### config.mk
export PLATFORM = sky130hd
export DESIGN_NAME = clipped_line_rasterizer
export DESIGN_NICKNAME = d
export VERILOG_FILES = /design/src/rtl/core/crl_pkg.sv /design/src/rtl/core/crl_front.sv /design/src/rtl/core/crl_back.sv /design/src/rtl/core/crl_out.sv /design/src/rtl/core/clipped_line_rasterizer.sv
export SDC_FILE = /design/constraint.sdc
export NUM_CORES = 1
export LEC_CHECK = 0
export BUFFER_PORTS_ARGS = -buffer_cell sky130_fd_sc_hd__buf_2
export CORE_MARGIN = 2
export CORE_UTILIZATION = 55
export DETAILED_ROUTE_END_ITERATION = 8
export PLACE_DENSITY = 0.73
export SETUP_SLACK_MARGIN = 0.2
export SLEW_MARGIN = 15
export SYNTH_ARGS = -nofsm -noshare
export SYNTH_HDL_FRONTEND = slang
export SYNTH_HIERARCHICAL = 1
export SYNTH_SLANG_ARGS = --single-unit
### constraint.sdc
create_clock -name clk -period 13.3 [get_ports clk]
set_input_delay 1.33 -clock clk [delete_from_list [all_inputs] [get_ports clk]]
set_output_delay 1.33 -clock clk [all_outputs]
set_load 0.05 [all_outputs]
### src/rtl/core/crl_pkg.sv
// Shared constants and types for the clipped line rasterizer.
package crl_pkg;

    localparam int COORD_BITS   = 12;
    localparam int DIM_BITS     = 12;
    localparam int ADDR_BITS    = 22;
    localparam int COLOUR_BITS  = 32;
    localparam int DELTA_BITS   = COORD_BITS + 1;
    localparam int ERR_BITS     = COORD_BITS + 2;
    localparam int ERR_SUM_BITS = COORD_BITS + 4;
    localparam int CMP_BITS     = (COORD_BITS > DIM_BITS) ? COORD_BITS : DIM_BITS;
    localparam int PROD_BITS    = (COORD_BITS + DIM_BITS > ADDR_BITS) ?
                                  (COORD_BITS + DIM_BITS) : ADDR_BITS;

    // Queue depth must stay a power of two so the pointers wrap by themselves.
    localparam int QUEUE_DEPTH    = 2;
    localparam int QUEUE_PTR_BITS = 1;

    localparam int CFG_INDEX_BITS = 1;
    localparam logic [CFG_INDEX_BITS-1:0] CFG_BUFFER_WIDTH  = 1'd0;
    localparam logic [CFG_INDEX_BITS-1:0] CFG_BUFFER_HEIGHT = 1'd1;

    localparam logic [DIM_BITS-1:0] BUFFER_WIDTH_RESET  = 12'd320;
    localparam logic [DIM_BITS-1:0] BUFFER_HEIGHT_RESET = 12'd240;

    localparam logic REQ_START = 1'b0;
    localparam logic REQ_STEP  = 1'b1;

    typedef struct packed {
        logic                          is_step;
        logic                          steep;
        logic                          minor_dir;
        logic signed [COORD_BITS-1:0]  major_pos;
        logic signed [COORD_BITS-1:0]  minor_pos;
        logic [DELTA_BITS-1:0]         major_delta;
        logic [DELTA_BITS-1:0]         minor_delta;
        logic [COLOUR_BITS-1:0]        colour;
    } q_item_t;

    typedef struct packed {
        logic signed [COORD_BITS-1:0]  x;
        logic signed [COORD_BITS-1:0]  y;
        logic [COLOUR_BITS-1:0]        colour;
        logic                          last;
        logic                          line_pix;
    } pix_t;

endpackage

### src/rtl/core/crl_front.sv
// Front end: accepts requests, sets up start requests and queues them.
module crl_front (
    input  logic                                   clk,
    input  logic                                   rst_n,
    input  logic                                   in_valid,
    output logic                                   in_stall,
    input  logic                                   req_type,
    input  logic signed [crl_pkg::COORD_BITS-1:0]  start_x,
    input  logic signed [crl_pkg::COORD_BITS-1:0]  start_y,
    input  logic signed [crl_pkg::COORD_BITS-1:0]  end_x,
    input  logic signed [crl_pkg::COORD_BITS-1:0]  end_y,
    input  logic [crl_pkg::COLOUR_BITS-1:0]        line_colour,
    input  logic                                   q_pop,
    output logic                                   q_valid,
    output crl_pkg::q_item_t                       q_item
);

    logic                                    swap;
    logic signed [crl_pkg::COORD_BITS-1:0]   lx, ly, rx, ry;
    logic signed [crl_pkg::DELTA_BITS-1:0]   dx, dy;
    logic [crl_pkg::DELTA_BITS-1:0]          adx, ady;
    logic                                    steep;
    crl_pkg::q_item_t                        item;

    crl_pkg::q_item_t                        mem_reg [crl_pkg::QUEUE_DEPTH];
    logic [crl_pkg::QUEUE_PTR_BITS-1:0]      wr_ptr_reg, wr_ptr_next;
    logic [crl_pkg::QUEUE_PTR_BITS-1:0]      rd_ptr_reg, rd_ptr_next;
    logic [crl_pkg::QUEUE_PTR_BITS:0]        count_reg, count_next;
    logic                                    push;

    // Order endpoints so x rises, then pick the major axis.
    always_comb
    begin
        swap = start_x > end_x;
        lx   = swap ? end_x : start_x;
        ly   = swap ? end_y : start_y;
        rx   = swap ? start_x : end_x;
        ry   = swap ? start_y : end_y;
        dx   = crl_pkg::DELTA_BITS'(rx) - crl_pkg::DELTA_BITS'(lx);
        dy   = crl_pkg::DELTA_BITS'(ry) - crl_pkg::DELTA_BITS'(ly);
        adx  = dx;
        ady  = (dy < 0) ? crl_pkg::DELTA_BITS'(-dy) : crl_pkg::DELTA_BITS'(dy);
        steep = ady > adx;

        item.is_step     = (req_type == crl_pkg::REQ_STEP);
        item.steep       = steep;
        item.minor_dir   = dy < 0;
        item.major_pos   = steep ? ly : lx;
        item.minor_pos   = steep ? lx : ly;
        item.major_delta = steep ? ady : adx;
        item.minor_delta = steep ? adx : ady;
        item.colour      = line_colour;
    end

    assign in_stall = (count_reg == (crl_pkg::QUEUE_PTR_BITS + 1)'(crl_pkg::QUEUE_DEPTH));
    assign push     = in_valid && !in_stall;
    assign q_valid  = (count_reg != '0);
    assign q_item   = mem_reg[rd_ptr_reg];

    always_comb
    begin
        wr_ptr_next = push  ? wr_ptr_reg + 1'b1 : wr_ptr_reg;
        rd_ptr_next = q_pop ? rd_ptr_reg + 1'b1 : rd_ptr_reg;
        count_next  = count_reg;
        if (push && !q_pop)
        begin
            count_next = count_reg + (crl_pkg::QUEUE_PTR_BITS + 1)'(1);
        end
        else if (!push && q_pop)
        begin
            count_next = count_reg - (crl_pkg::QUEUE_PTR_BITS + 1)'(1);
        end
    end

    always_ff @(posedge clk or negedge rst_n)
    begin
        if (!rst_n)
        begin
            wr_ptr_reg <= '0;
            rd_ptr_reg <= '0;
            count_reg  <= '0;
        end
        else
        begin
            wr_ptr_reg <= wr_ptr_next;
            rd_ptr_reg <= rd_ptr_next;
            count_reg  <= count_next;
        end
    end

    always_ff @(posedge clk)
    begin
        if (push)
        begin
            mem_reg[wr_ptr_reg] <= item;
        end
    end

endmodule

### src/rtl/core/crl_back.sv
// Back end: holds the line state and advances the Bresenham walk.
module crl_back (
    input  logic              clk,
    input  logic              rst_n,
    input  logic              q_valid,
    input  crl_pkg::q_item_t  q_item,
    output logic              q_pop,
    input  logic              pix_ready,
    output logic              pix_valid,
    output crl_pkg::pix_t     pix
);

    logic                                     active_reg, active_next;
    logic signed [crl_pkg::COORD_BITS-1:0]    major_reg, major_next;
    logic signed [crl_pkg::COORD_BITS-1:0]    minor_reg, minor_next;
    logic signed [crl_pkg::ERR_BITS-1:0]      err_reg, err_next;
    logic [crl_pkg::DELTA_BITS-1:0]           steps_reg, steps_next;
    logic [crl_pkg::DELTA_BITS-1:0]           major_delta_reg, major_delta_next;
    logic [crl_pkg::DELTA_BITS-1:0]           minor_delta_reg, minor_delta_next;
    logic                                     dir_reg, dir_next;
    logic                                     steep_reg, steep_next;
    logic [crl_pkg::COLOUR_BITS-1:0]          colour_reg, colour_next;

    logic signed [crl_pkg::ERR_SUM_BITS-1:0]  err_sum;
    logic signed [crl_pkg::ERR_SUM_BITS-1:0]  major_ext;
    logic signed [crl_pkg::ERR_SUM_BITS-1:0]  minor_ext;
    logic                                     minor_move;

    assign q_pop     = q_valid && pix_ready;
    assign pix_valid = q_pop;

    always_comb
    begin
        active_next      = active_reg;
        major_next       = major_reg;
        minor_next       = minor_reg;
        err_next         = err_reg;
        steps_next       = steps_reg;
        major_delta_next = major_delta_reg;
        minor_delta_next = minor_delta_reg;
        dir_next         = dir_reg;
        steep_next       = steep_reg;
        colour_next      = colour_reg;

        major_ext  = $signed(crl_pkg::ERR_SUM_BITS'(major_delta_reg));
        minor_ext  = $signed(crl_pkg::ERR_SUM_BITS'(minor_delta_reg));
        err_sum    = crl_pkg::ERR_SUM_BITS'(err_reg) + (minor_ext <<< 1);
        minor_move = err_sum >= major_ext;

        pix = '0;
        pix.last = 1'b1;

        if (q_pop)
        begin
            if (!q_item.is_step)
            begin
                major_next       = q_item.major_pos;
                minor_next       = q_item.minor_pos;
                err_next         = '0;
                steps_next       = q_item.major_delta;
                major_delta_next = q_item.major_delta;
                minor_delta_next = q_item.minor_delta;
                dir_next         = q_item.minor_dir;
                steep_next       = q_item.steep;
                colour_next      = q_item.colour;
                active_next      = (q_item.major_delta != '0);
            end
            else if (active_reg)
            begin
                if (steep_reg && dir_reg)
                begin
                    major_next = major_reg - crl_pkg::COORD_BITS'(1);
                end
                else
                begin
                    major_next = major_reg + crl_pkg::COORD_BITS'(1);
                end
                err_next = crl_pkg::ERR_BITS'(err_sum);
                if (minor_move)
                begin
                    err_next = crl_pkg::ERR_BITS'(err_sum - (major_ext <<< 1));
                    if (!steep_reg && dir_reg)
                    begin
                        minor_next = minor_reg - crl_pkg::COORD_BITS'(1);
                    end
                    else
                    begin
                        minor_next = minor_reg + crl_pkg::COORD_BITS'(1);
                    end
                end
                steps_next  = steps_reg - crl_pkg::DELTA_BITS'(1);
                active_next = (steps_reg != crl_pkg::DELTA_BITS'(1));
            end

            // Step with no line: emit a zero pixel with only last set.
            if (!q_item.is_step || active_reg)
            begin
                pix.x        = steep_next ? minor_next : major_next;
                pix.y        = steep_next ? major_next : minor_next;
                pix.colour   = colour_next;
                pix.last     = !active_next;
                pix.line_pix = 1'b1;
            end
        end
    end

    always_ff @(posedge clk or negedge rst_n)
    begin
        if (!rst_n)
        begin
            active_reg <= 1'b0;
        end
        else
        begin
            active_reg <= active_next;
        end
    end

    always_ff @(posedge clk)
    begin
        major_reg       <= major_next;
        minor_reg       <= minor_next;
        err_reg         <= err_next;
        steps_reg       <= steps_next;
        major_delta_reg <= major_delta_next;
        minor_delta_reg <= minor_delta_next;
        dir_reg         <= dir_next;
        steep_reg       <= steep_next;
        colour_reg      <= colour_next;
    end

endmodule

### src/rtl/core/crl_out.sv
// Output pipeline: clips the pixel, forms its address and holds the result.
module crl_out (
    input  logic                                   clk,
    input  logic                                   rst_n,
    input  logic                                   pix_valid,
    input  crl_pkg::pix_t                          pix,
    output logic                                   pix_ready,
    input  logic [crl_pkg::DIM_BITS-1:0]           buffer_width,
    input  logic [crl_pkg::DIM_BITS-1:0]           buffer_height,
    output logic                                   out_valid,
    input  logic                                   out_stall,
    output logic signed [crl_pkg::COORD_BITS-1:0]  pixel_x,
    output logic signed [crl_pkg::COORD_BITS-1:0]  pixel_y,
    output logic [crl_pkg::ADDR_BITS-1:0]          pixel_address,
    output logic [crl_pkg::COLOUR_BITS-1:0]        pixel_colour,
    output logic                                   write_enable,
    output logic                                   last_pixel
);

    logic                                a_valid_reg, a_valid_next;
    crl_pkg::pix_t                       a_pix_reg;
    logic                                b_valid_reg, b_valid_next;
    logic                                b_ready;

    logic [crl_pkg::COORD_BITS-1:0]      x_u, y_u;
    logic                                in_bounds;
    logic [crl_pkg::PROD_BITS-1:0]       prod;
    logic [crl_pkg::ADDR_BITS-1:0]       addr;

    logic signed [crl_pkg::COORD_BITS-1:0]  x_reg, y_reg;
    logic [crl_pkg::ADDR_BITS-1:0]          addr_reg;
    logic [crl_pkg::COLOUR_BITS-1:0]        colour_reg;
    logic                                   we_reg, last_reg;

    assign b_ready   = !b_valid_reg || !out_stall;
    assign pix_ready = !a_valid_reg || b_ready;

    always_comb
    begin
        x_u       = a_pix_reg.x;
        y_u       = a_pix_reg.y;
        in_bounds = a_pix_reg.line_pix && (a_pix_reg.x >= 0) && (a_pix_reg.y >= 0) &&
                    (crl_pkg::CMP_BITS'(x_u) < crl_pkg::CMP_BITS'(buffer_width)) &&
                    (crl_pkg::CMP_BITS'(y_u) < crl_pkg::CMP_BITS'(buffer_height));
        prod      = crl_pkg::PROD_BITS'(y_u) * crl_pkg::PROD_BITS'(buffer_width) +
                    crl_pkg::PROD_BITS'(x_u);
        addr      = in_bounds ? prod[crl_pkg::ADDR_BITS-1:0] : '0;

        a_valid_next = pix_ready ? pix_valid : a_valid_reg;
        b_valid_next = b_ready ? a_valid_reg : b_valid_reg;
    end

    always_ff @(posedge clk or negedge rst_n)
    begin
        if (!rst_n)
        begin
            a_valid_reg <= 1'b0;
            b_valid_reg <= 1'b0;
        end
        else
        begin
            a_valid_reg <= a_valid_next;
            b_valid_reg <= b_valid_next;
        end
    end

    always_ff @(posedge clk)
    begin
        if (pix_ready)
        begin
            a_pix_reg <= pix;
        end
        if (b_ready)
        begin
            x_reg      <= a_pix_reg.x;
            y_reg      <= a_pix_reg.y;
            addr_reg   <= addr;
            colour_reg <= a_pix_reg.colour;
            we_reg     <= in_bounds;
            last_reg   <= a_pix_reg.last;
        end
    end

    assign out_valid     = b_valid_reg;
    assign pixel_x       = x_reg;
    assign pixel_y       = y_reg;
    assign pixel_address = addr_reg;
    assign pixel_colour  = colour_reg;
    assign write_enable  = we_reg;
    assign last_pixel    = last_reg;

endmodule

### src/rtl/core/clipped_line_rasterizer.sv
// Top level of the clipped line rasterizer: config registers and unit wiring.
//
//  channel  | handshake            | carries
//  ---------+----------------------+-----------------------------------------------
//  in       | in_valid / in_stall  | req_type, start_x, start_y, end_x, end_y, colour
//  out      | out_valid / out_stall| pixel_x, pixel_y, pixel_address, colour, flags
//  cfg      | cfg_valid / cfg_ready| cfg_index, cfg_data (always ready)
//
// One transaction in per cycle and one pixel out per cycle unless stalled; the error
// term update in the back end (add, compare, subtract) lets steps run back to back.
// Input to output, a transaction passes the queue, clip stage and output register.
// A two-entry queue sits between front and back; in_stall rises only when it is full.
// Reset clears the queue, the pipeline valids and the active-line flag; width and
// height return to 320 and 240.
module clipped_line_rasterizer (
    input  logic                                   clk,
    input  logic                                   rst_n,
    input  logic                                   in_valid,
    output logic                                   in_stall,
    input  logic                                   req_type,
    input  logic signed [crl_pkg::COORD_BITS-1:0]  start_x,
    input  logic signed [crl_pkg::COORD_BITS-1:0]  start_y,
    input  logic signed [crl_pkg::COORD_BITS-1:0]  end_x,
    input  logic signed [crl_pkg::COORD_BITS-1:0]  end_y,
    input  logic [crl_pkg::COLOUR_BITS-1:0]        line_colour,
    output logic                                   out_valid,
    input  logic                                   out_stall,
    output logic signed [crl_pkg::COORD_BITS-1:0]  pixel_x,
    output logic signed [crl_pkg::COORD_BITS-1:0]  pixel_y,
    output logic [crl_pkg::ADDR_BITS-1:0]          pixel_address,
    output logic [crl_pkg::COLOUR_BITS-1:0]        pixel_colour,
    output logic                                   write_enable,
    output logic                                   last_pixel,
    input  logic                                   cfg_valid,
    output logic                                   cfg_ready,
    input  logic [crl_pkg::CFG_INDEX_BITS-1:0]     cfg_index,
    input  logic [crl_pkg::DIM_BITS-1:0]           cfg_data
);

    logic [crl_pkg::DIM_BITS-1:0]  width_reg, width_next;
    logic [crl_pkg::DIM_BITS-1:0]  height_reg, height_next;

    logic              q_valid;
    logic              q_pop;
    crl_pkg::q_item_t  q_item;
    logic              pix_valid;
    logic              pix_ready;
    crl_pkg::pix_t     pix;

    assign cfg_ready = 1'b1;

    always_comb
    begin
        width_next  = width_reg;
        height_next = height_reg;
        if (cfg_valid && cfg_ready)
        begin
            case (cfg_index)
                crl_pkg::CFG_BUFFER_WIDTH:  width_next  = cfg_data;
                crl_pkg::CFG_BUFFER_HEIGHT: height_next = cfg_data;
                default: ;
            endcase
        end
    end

    always_ff @(posedge clk or negedge rst_n)
    begin
        if (!rst_n)
        begin
            width_reg  <= crl_pkg::BUFFER_WIDTH_RESET;
            height_reg <= crl_pkg::BUFFER_HEIGHT_RESET;
        end
        else
        begin
            width_reg  <= width_next;
            height_reg <= height_next;
        end
    end

    crl_front u_front (
        .clk         (clk),
        .rst_n       (rst_n),
        .in_valid    (in_valid),
        .in_stall    (in_stall),
        .req_type    (req_type),
        .start_x     (start_x),
        .start_y     (start_y),
        .end_x       (end_x),
        .end_y       (end_y),
        .line_colour (line_colour),
        .q_pop       (q_pop),
        .q_valid     (q_valid),
        .q_item      (q_item)
    );

    crl_back u_back (
        .clk       (clk),
        .rst_n     (rst_n),
        .q_valid   (q_valid),
        .q_item    (q_item),
        .q_pop     (q_pop),
        .pix_ready (pix_ready),
        .pix_valid (pix_valid),
        .pix       (pix)
    );

    crl_out u_out (
        .clk           (clk),
        .rst_n         (rst_n),
        .pix_valid     (pix_valid),
        .pix           (pix),
        .pix_ready     (pix_ready),
        .buffer_width  (width_reg),
        .buffer_height (height_reg),
        .out_valid     (out_valid),
        .out_stall     (out_stall),
        .pixel_x       (pixel_x),
        .pixel_y       (pixel_y),
        .pixel_address (pixel_address),
        .pixel_colour  (pixel_colour),
        .write_enable  (write_enable),
        .last_pixel    (last_pixel)
    );

endmodule
==> impl_results.md <==
- Result of the run: complete, no violations
- Top-level port count: 182
- Clk_skew: 0.0278 ns
- Number of levels in the clock H-tree: 2
- Sum of overflow across all layers after global routing: 0
- Mean Syn Cell Area: 11.4 sq um
- Kind of critical path: in -> reg
- Shortest period the worst path allows: 8.54 ns
- CP bufs+invs: 6
- Kind of cell with the highest combined delay on the critical path: compound AO/OA/AOI/OAI gates
- Delay of the slowest cell on the worst path: 0.62 ns
- Number of buffers created by CTS: 49
- Final max-slew violation count: 0
- Highest fanout seen on the critical path: 80
- Count of different cell masters after synthesis: 104
- CP Data Arrival Time: 8.86 ns
- Worst slew pin tran: 0.983 ns
- Netlist area before placement: 28600 sq um
- Accumulated negative setup slack: 0 ns
- Critical path required time: 13.62 ns
- Dominant cell by count in the synthesized netlist: edfxtp_1
- Setup slack after placement: 4.31 ns
- Cell count after placement: 3285
- Number of nets in the layout: 3040
- Pre-antenna DRT Iters: 5
- Final estimated routing congestion in global placement: 0.929
- Type of the most critical hold path: reg -> reg
- Number of sinks driven by the clock tree: 449
- Final standard cell utilization of the core: 61.7%
- Reg2Reg Capture Point: u_out/pixel_address[21]
- Share of the synthesized area in the top cell type: 43.8%
- Setup WS post-layout: 4.76 ns
- Postcts setup bufs: 0
- Instance count on the critical path: 33
- Total area of multi-input combinational cells: 13900 sq um
- Global-route total usage across every layer: 26.3%
- Worst reg-to-reg path cell count: 18
- Number of rows in the core area: 83
- Register area: 13300 sq um
- Final setup violating endpoints: 0
- Top post-synthesis cells by count: edfxtp_1, inv_1, nand2_1
- Number of antenna violations at the first check in global routing: 2
- Seq/Total Area, Yosys: 46.5%
- Reg clk slew, reported paths: 0.06 ns
- Root buffer cell: clkbuf_16
- Critical path origin: end_x[7]
- Detailed-route wire length per cell: 21.0 microns
- Standard cell with the maximum stage delay on the critical path: buf_4
- Half-perimeter wire length after detailed placement: 51800 microns
- R2R Path Start: u_out/y_u[7]
- Port Buffers: 180
- Effective utilization at floorplan: 55.7%
- Residual DRC count: 0
- Type of origin of the critical path: input port
- Fill cells: 4090
- R2R Setup Slk: 7.47 ns
- Net count of the mapped netlist: 2891
- Cell type with the highest occurrence count on the critical path: a21oi_1
- Global-route wire length before repair: 110000 microns
- Share of the clock period used by the worst path after layout: 64.2%
- Area enclosed by the die boundary: 53900 sq um
- Detailed-route vias per instance: 5.84
- Total vias in the final route: 19700
- WL final: 71000 microns
- Total of max-cap violations: 0
- Starting DRT DRC Count: 1661
- Dominant cell type by area after synthesis: edfxtp_1
- Clock tree from TritonCTS: yes
- Longest Clk Path Bufs: 3
- Final non-filler cell total: 3376
- Number of failing hold endpoints at the final stage: 0
- Pin count of the biggest net entering global routing: 81
- Clock network latency to the later pin of the worst-skew pair: 0.61 ns
- Placeable Area: 51400 sq um
- Total of hold buffers inserted after clock tree synthesis: 0
- Number of storage elements in the synthesis netlist: 449
- Ranking of synthesized cells by area: edfxtp_1, fa_1, ha_1
- Post-DRT Antenna Nets: 0
- Setup crit end kind: flip-flop
- Height of the chip: 232 microns
- Share of final-layout standard cells stronger than drive strength 1: 18.0%
- Post-cts gate resize count: 0
- Relative max-transition margin: 34.5%
- Gate count of the mapped netlist: 2507
- Number of synthesized flops with an enable pin: 418
- Vias in the first global route: 20000
- Count of warnings emitted by yosys: 6
- Horizontal die dimension: 232 microns
- Post-synth top flop: edfxtp_1
- Area Growth Syn to Fin: 10.7%
- Async set-reset flop share out of synthesis: 6.90%
- Achievable frequency: 117 MHz
- Worst setup path end: u_front/mem_reg[0][71]
- Flip-flop count of the largest register, all copies and words added: 170
- Setup repair after global routing missed its margin: no
[worst min-delay path by stage]
stage,from,cells past startpoint,end,slack [ns]
after global placement,u_out/a_pix_reg[14],0,u_out/pixel_colour[12],0.40
after floorplan,u_out/a_pix_reg[1],0,u_out/last_pixel,0.40
after detailed placement,u_out/a_pix_reg[12],0,u_out/pixel_colour[10],0.40
final,u_out/a_pix_reg[30],0,u_out/pixel_colour[28],0.42
after CTS,u_out/a_pix_reg[30],0,u_out/pixel_colour[28],0.42
after global routing,u_out/a_pix_reg[7],0,u_out/pixel_colour[5],0.42
[layer usage]
metal  global-route usage [%]  part of all wire [%]  wire [microns]  up-vias
li1                         -                     -               -     9126
met1                     33.4                    41           29000     9784
met2                     45.9                    50           35200      685
met3                     3.34                   5.9            4160      122
met4                     10.2                   3.8            2670        0
met5                        0                     0               0        -
[through the flow]
step	hold slack, ns	instance area, sq um
floorplan	0.400	28600
global placement	0.402	30100
detailed placement	0.405	30100
CTS	0.418	31700
global route	0.419	31700
finish	0.417	31700
[placed cells by master (no fill, tap or decap), drive strengths merged, types with 81 or more instances in the layout]
cell type,synthesis,routed
mux2,151,151
inv,281,282
a21oi,111,111
nand2,199,199
fa,114,114
edfxtp,418,418
o21ai,81,81
nor2,154,154
buf,36,197
ha,171,171
and2,125,125
[layout make-up]
cell class                 count  share of cell area, %
multi-input combinational   1678                   43.7
sequential                   449                   42.0
clock buffer                  54                   3.92
inverter                     281                   3.32
timing repair buffer         197                   3.24
tap                          680                   2.68
clock inverter                36                   1.10
antenna                        1                0.00789
[cells by family after synthesis]
kind of cell	after synthesis	synth area share [%]
adder cells (fa/ha/maj)	299	15.9
other	1	0.0131
multiplexers	182	7.18
AND/OR/NAND/NOR	663	11.5
flip-flops	449	46.5
XOR/XNOR	106	3.29
buffers and inverters	380	5.25
AO/OA/AOI/OAI	427	10.2
Power is not shown: default switching activity piles up to over one toggle a cycle in this logic, so the estimate is an artifact.
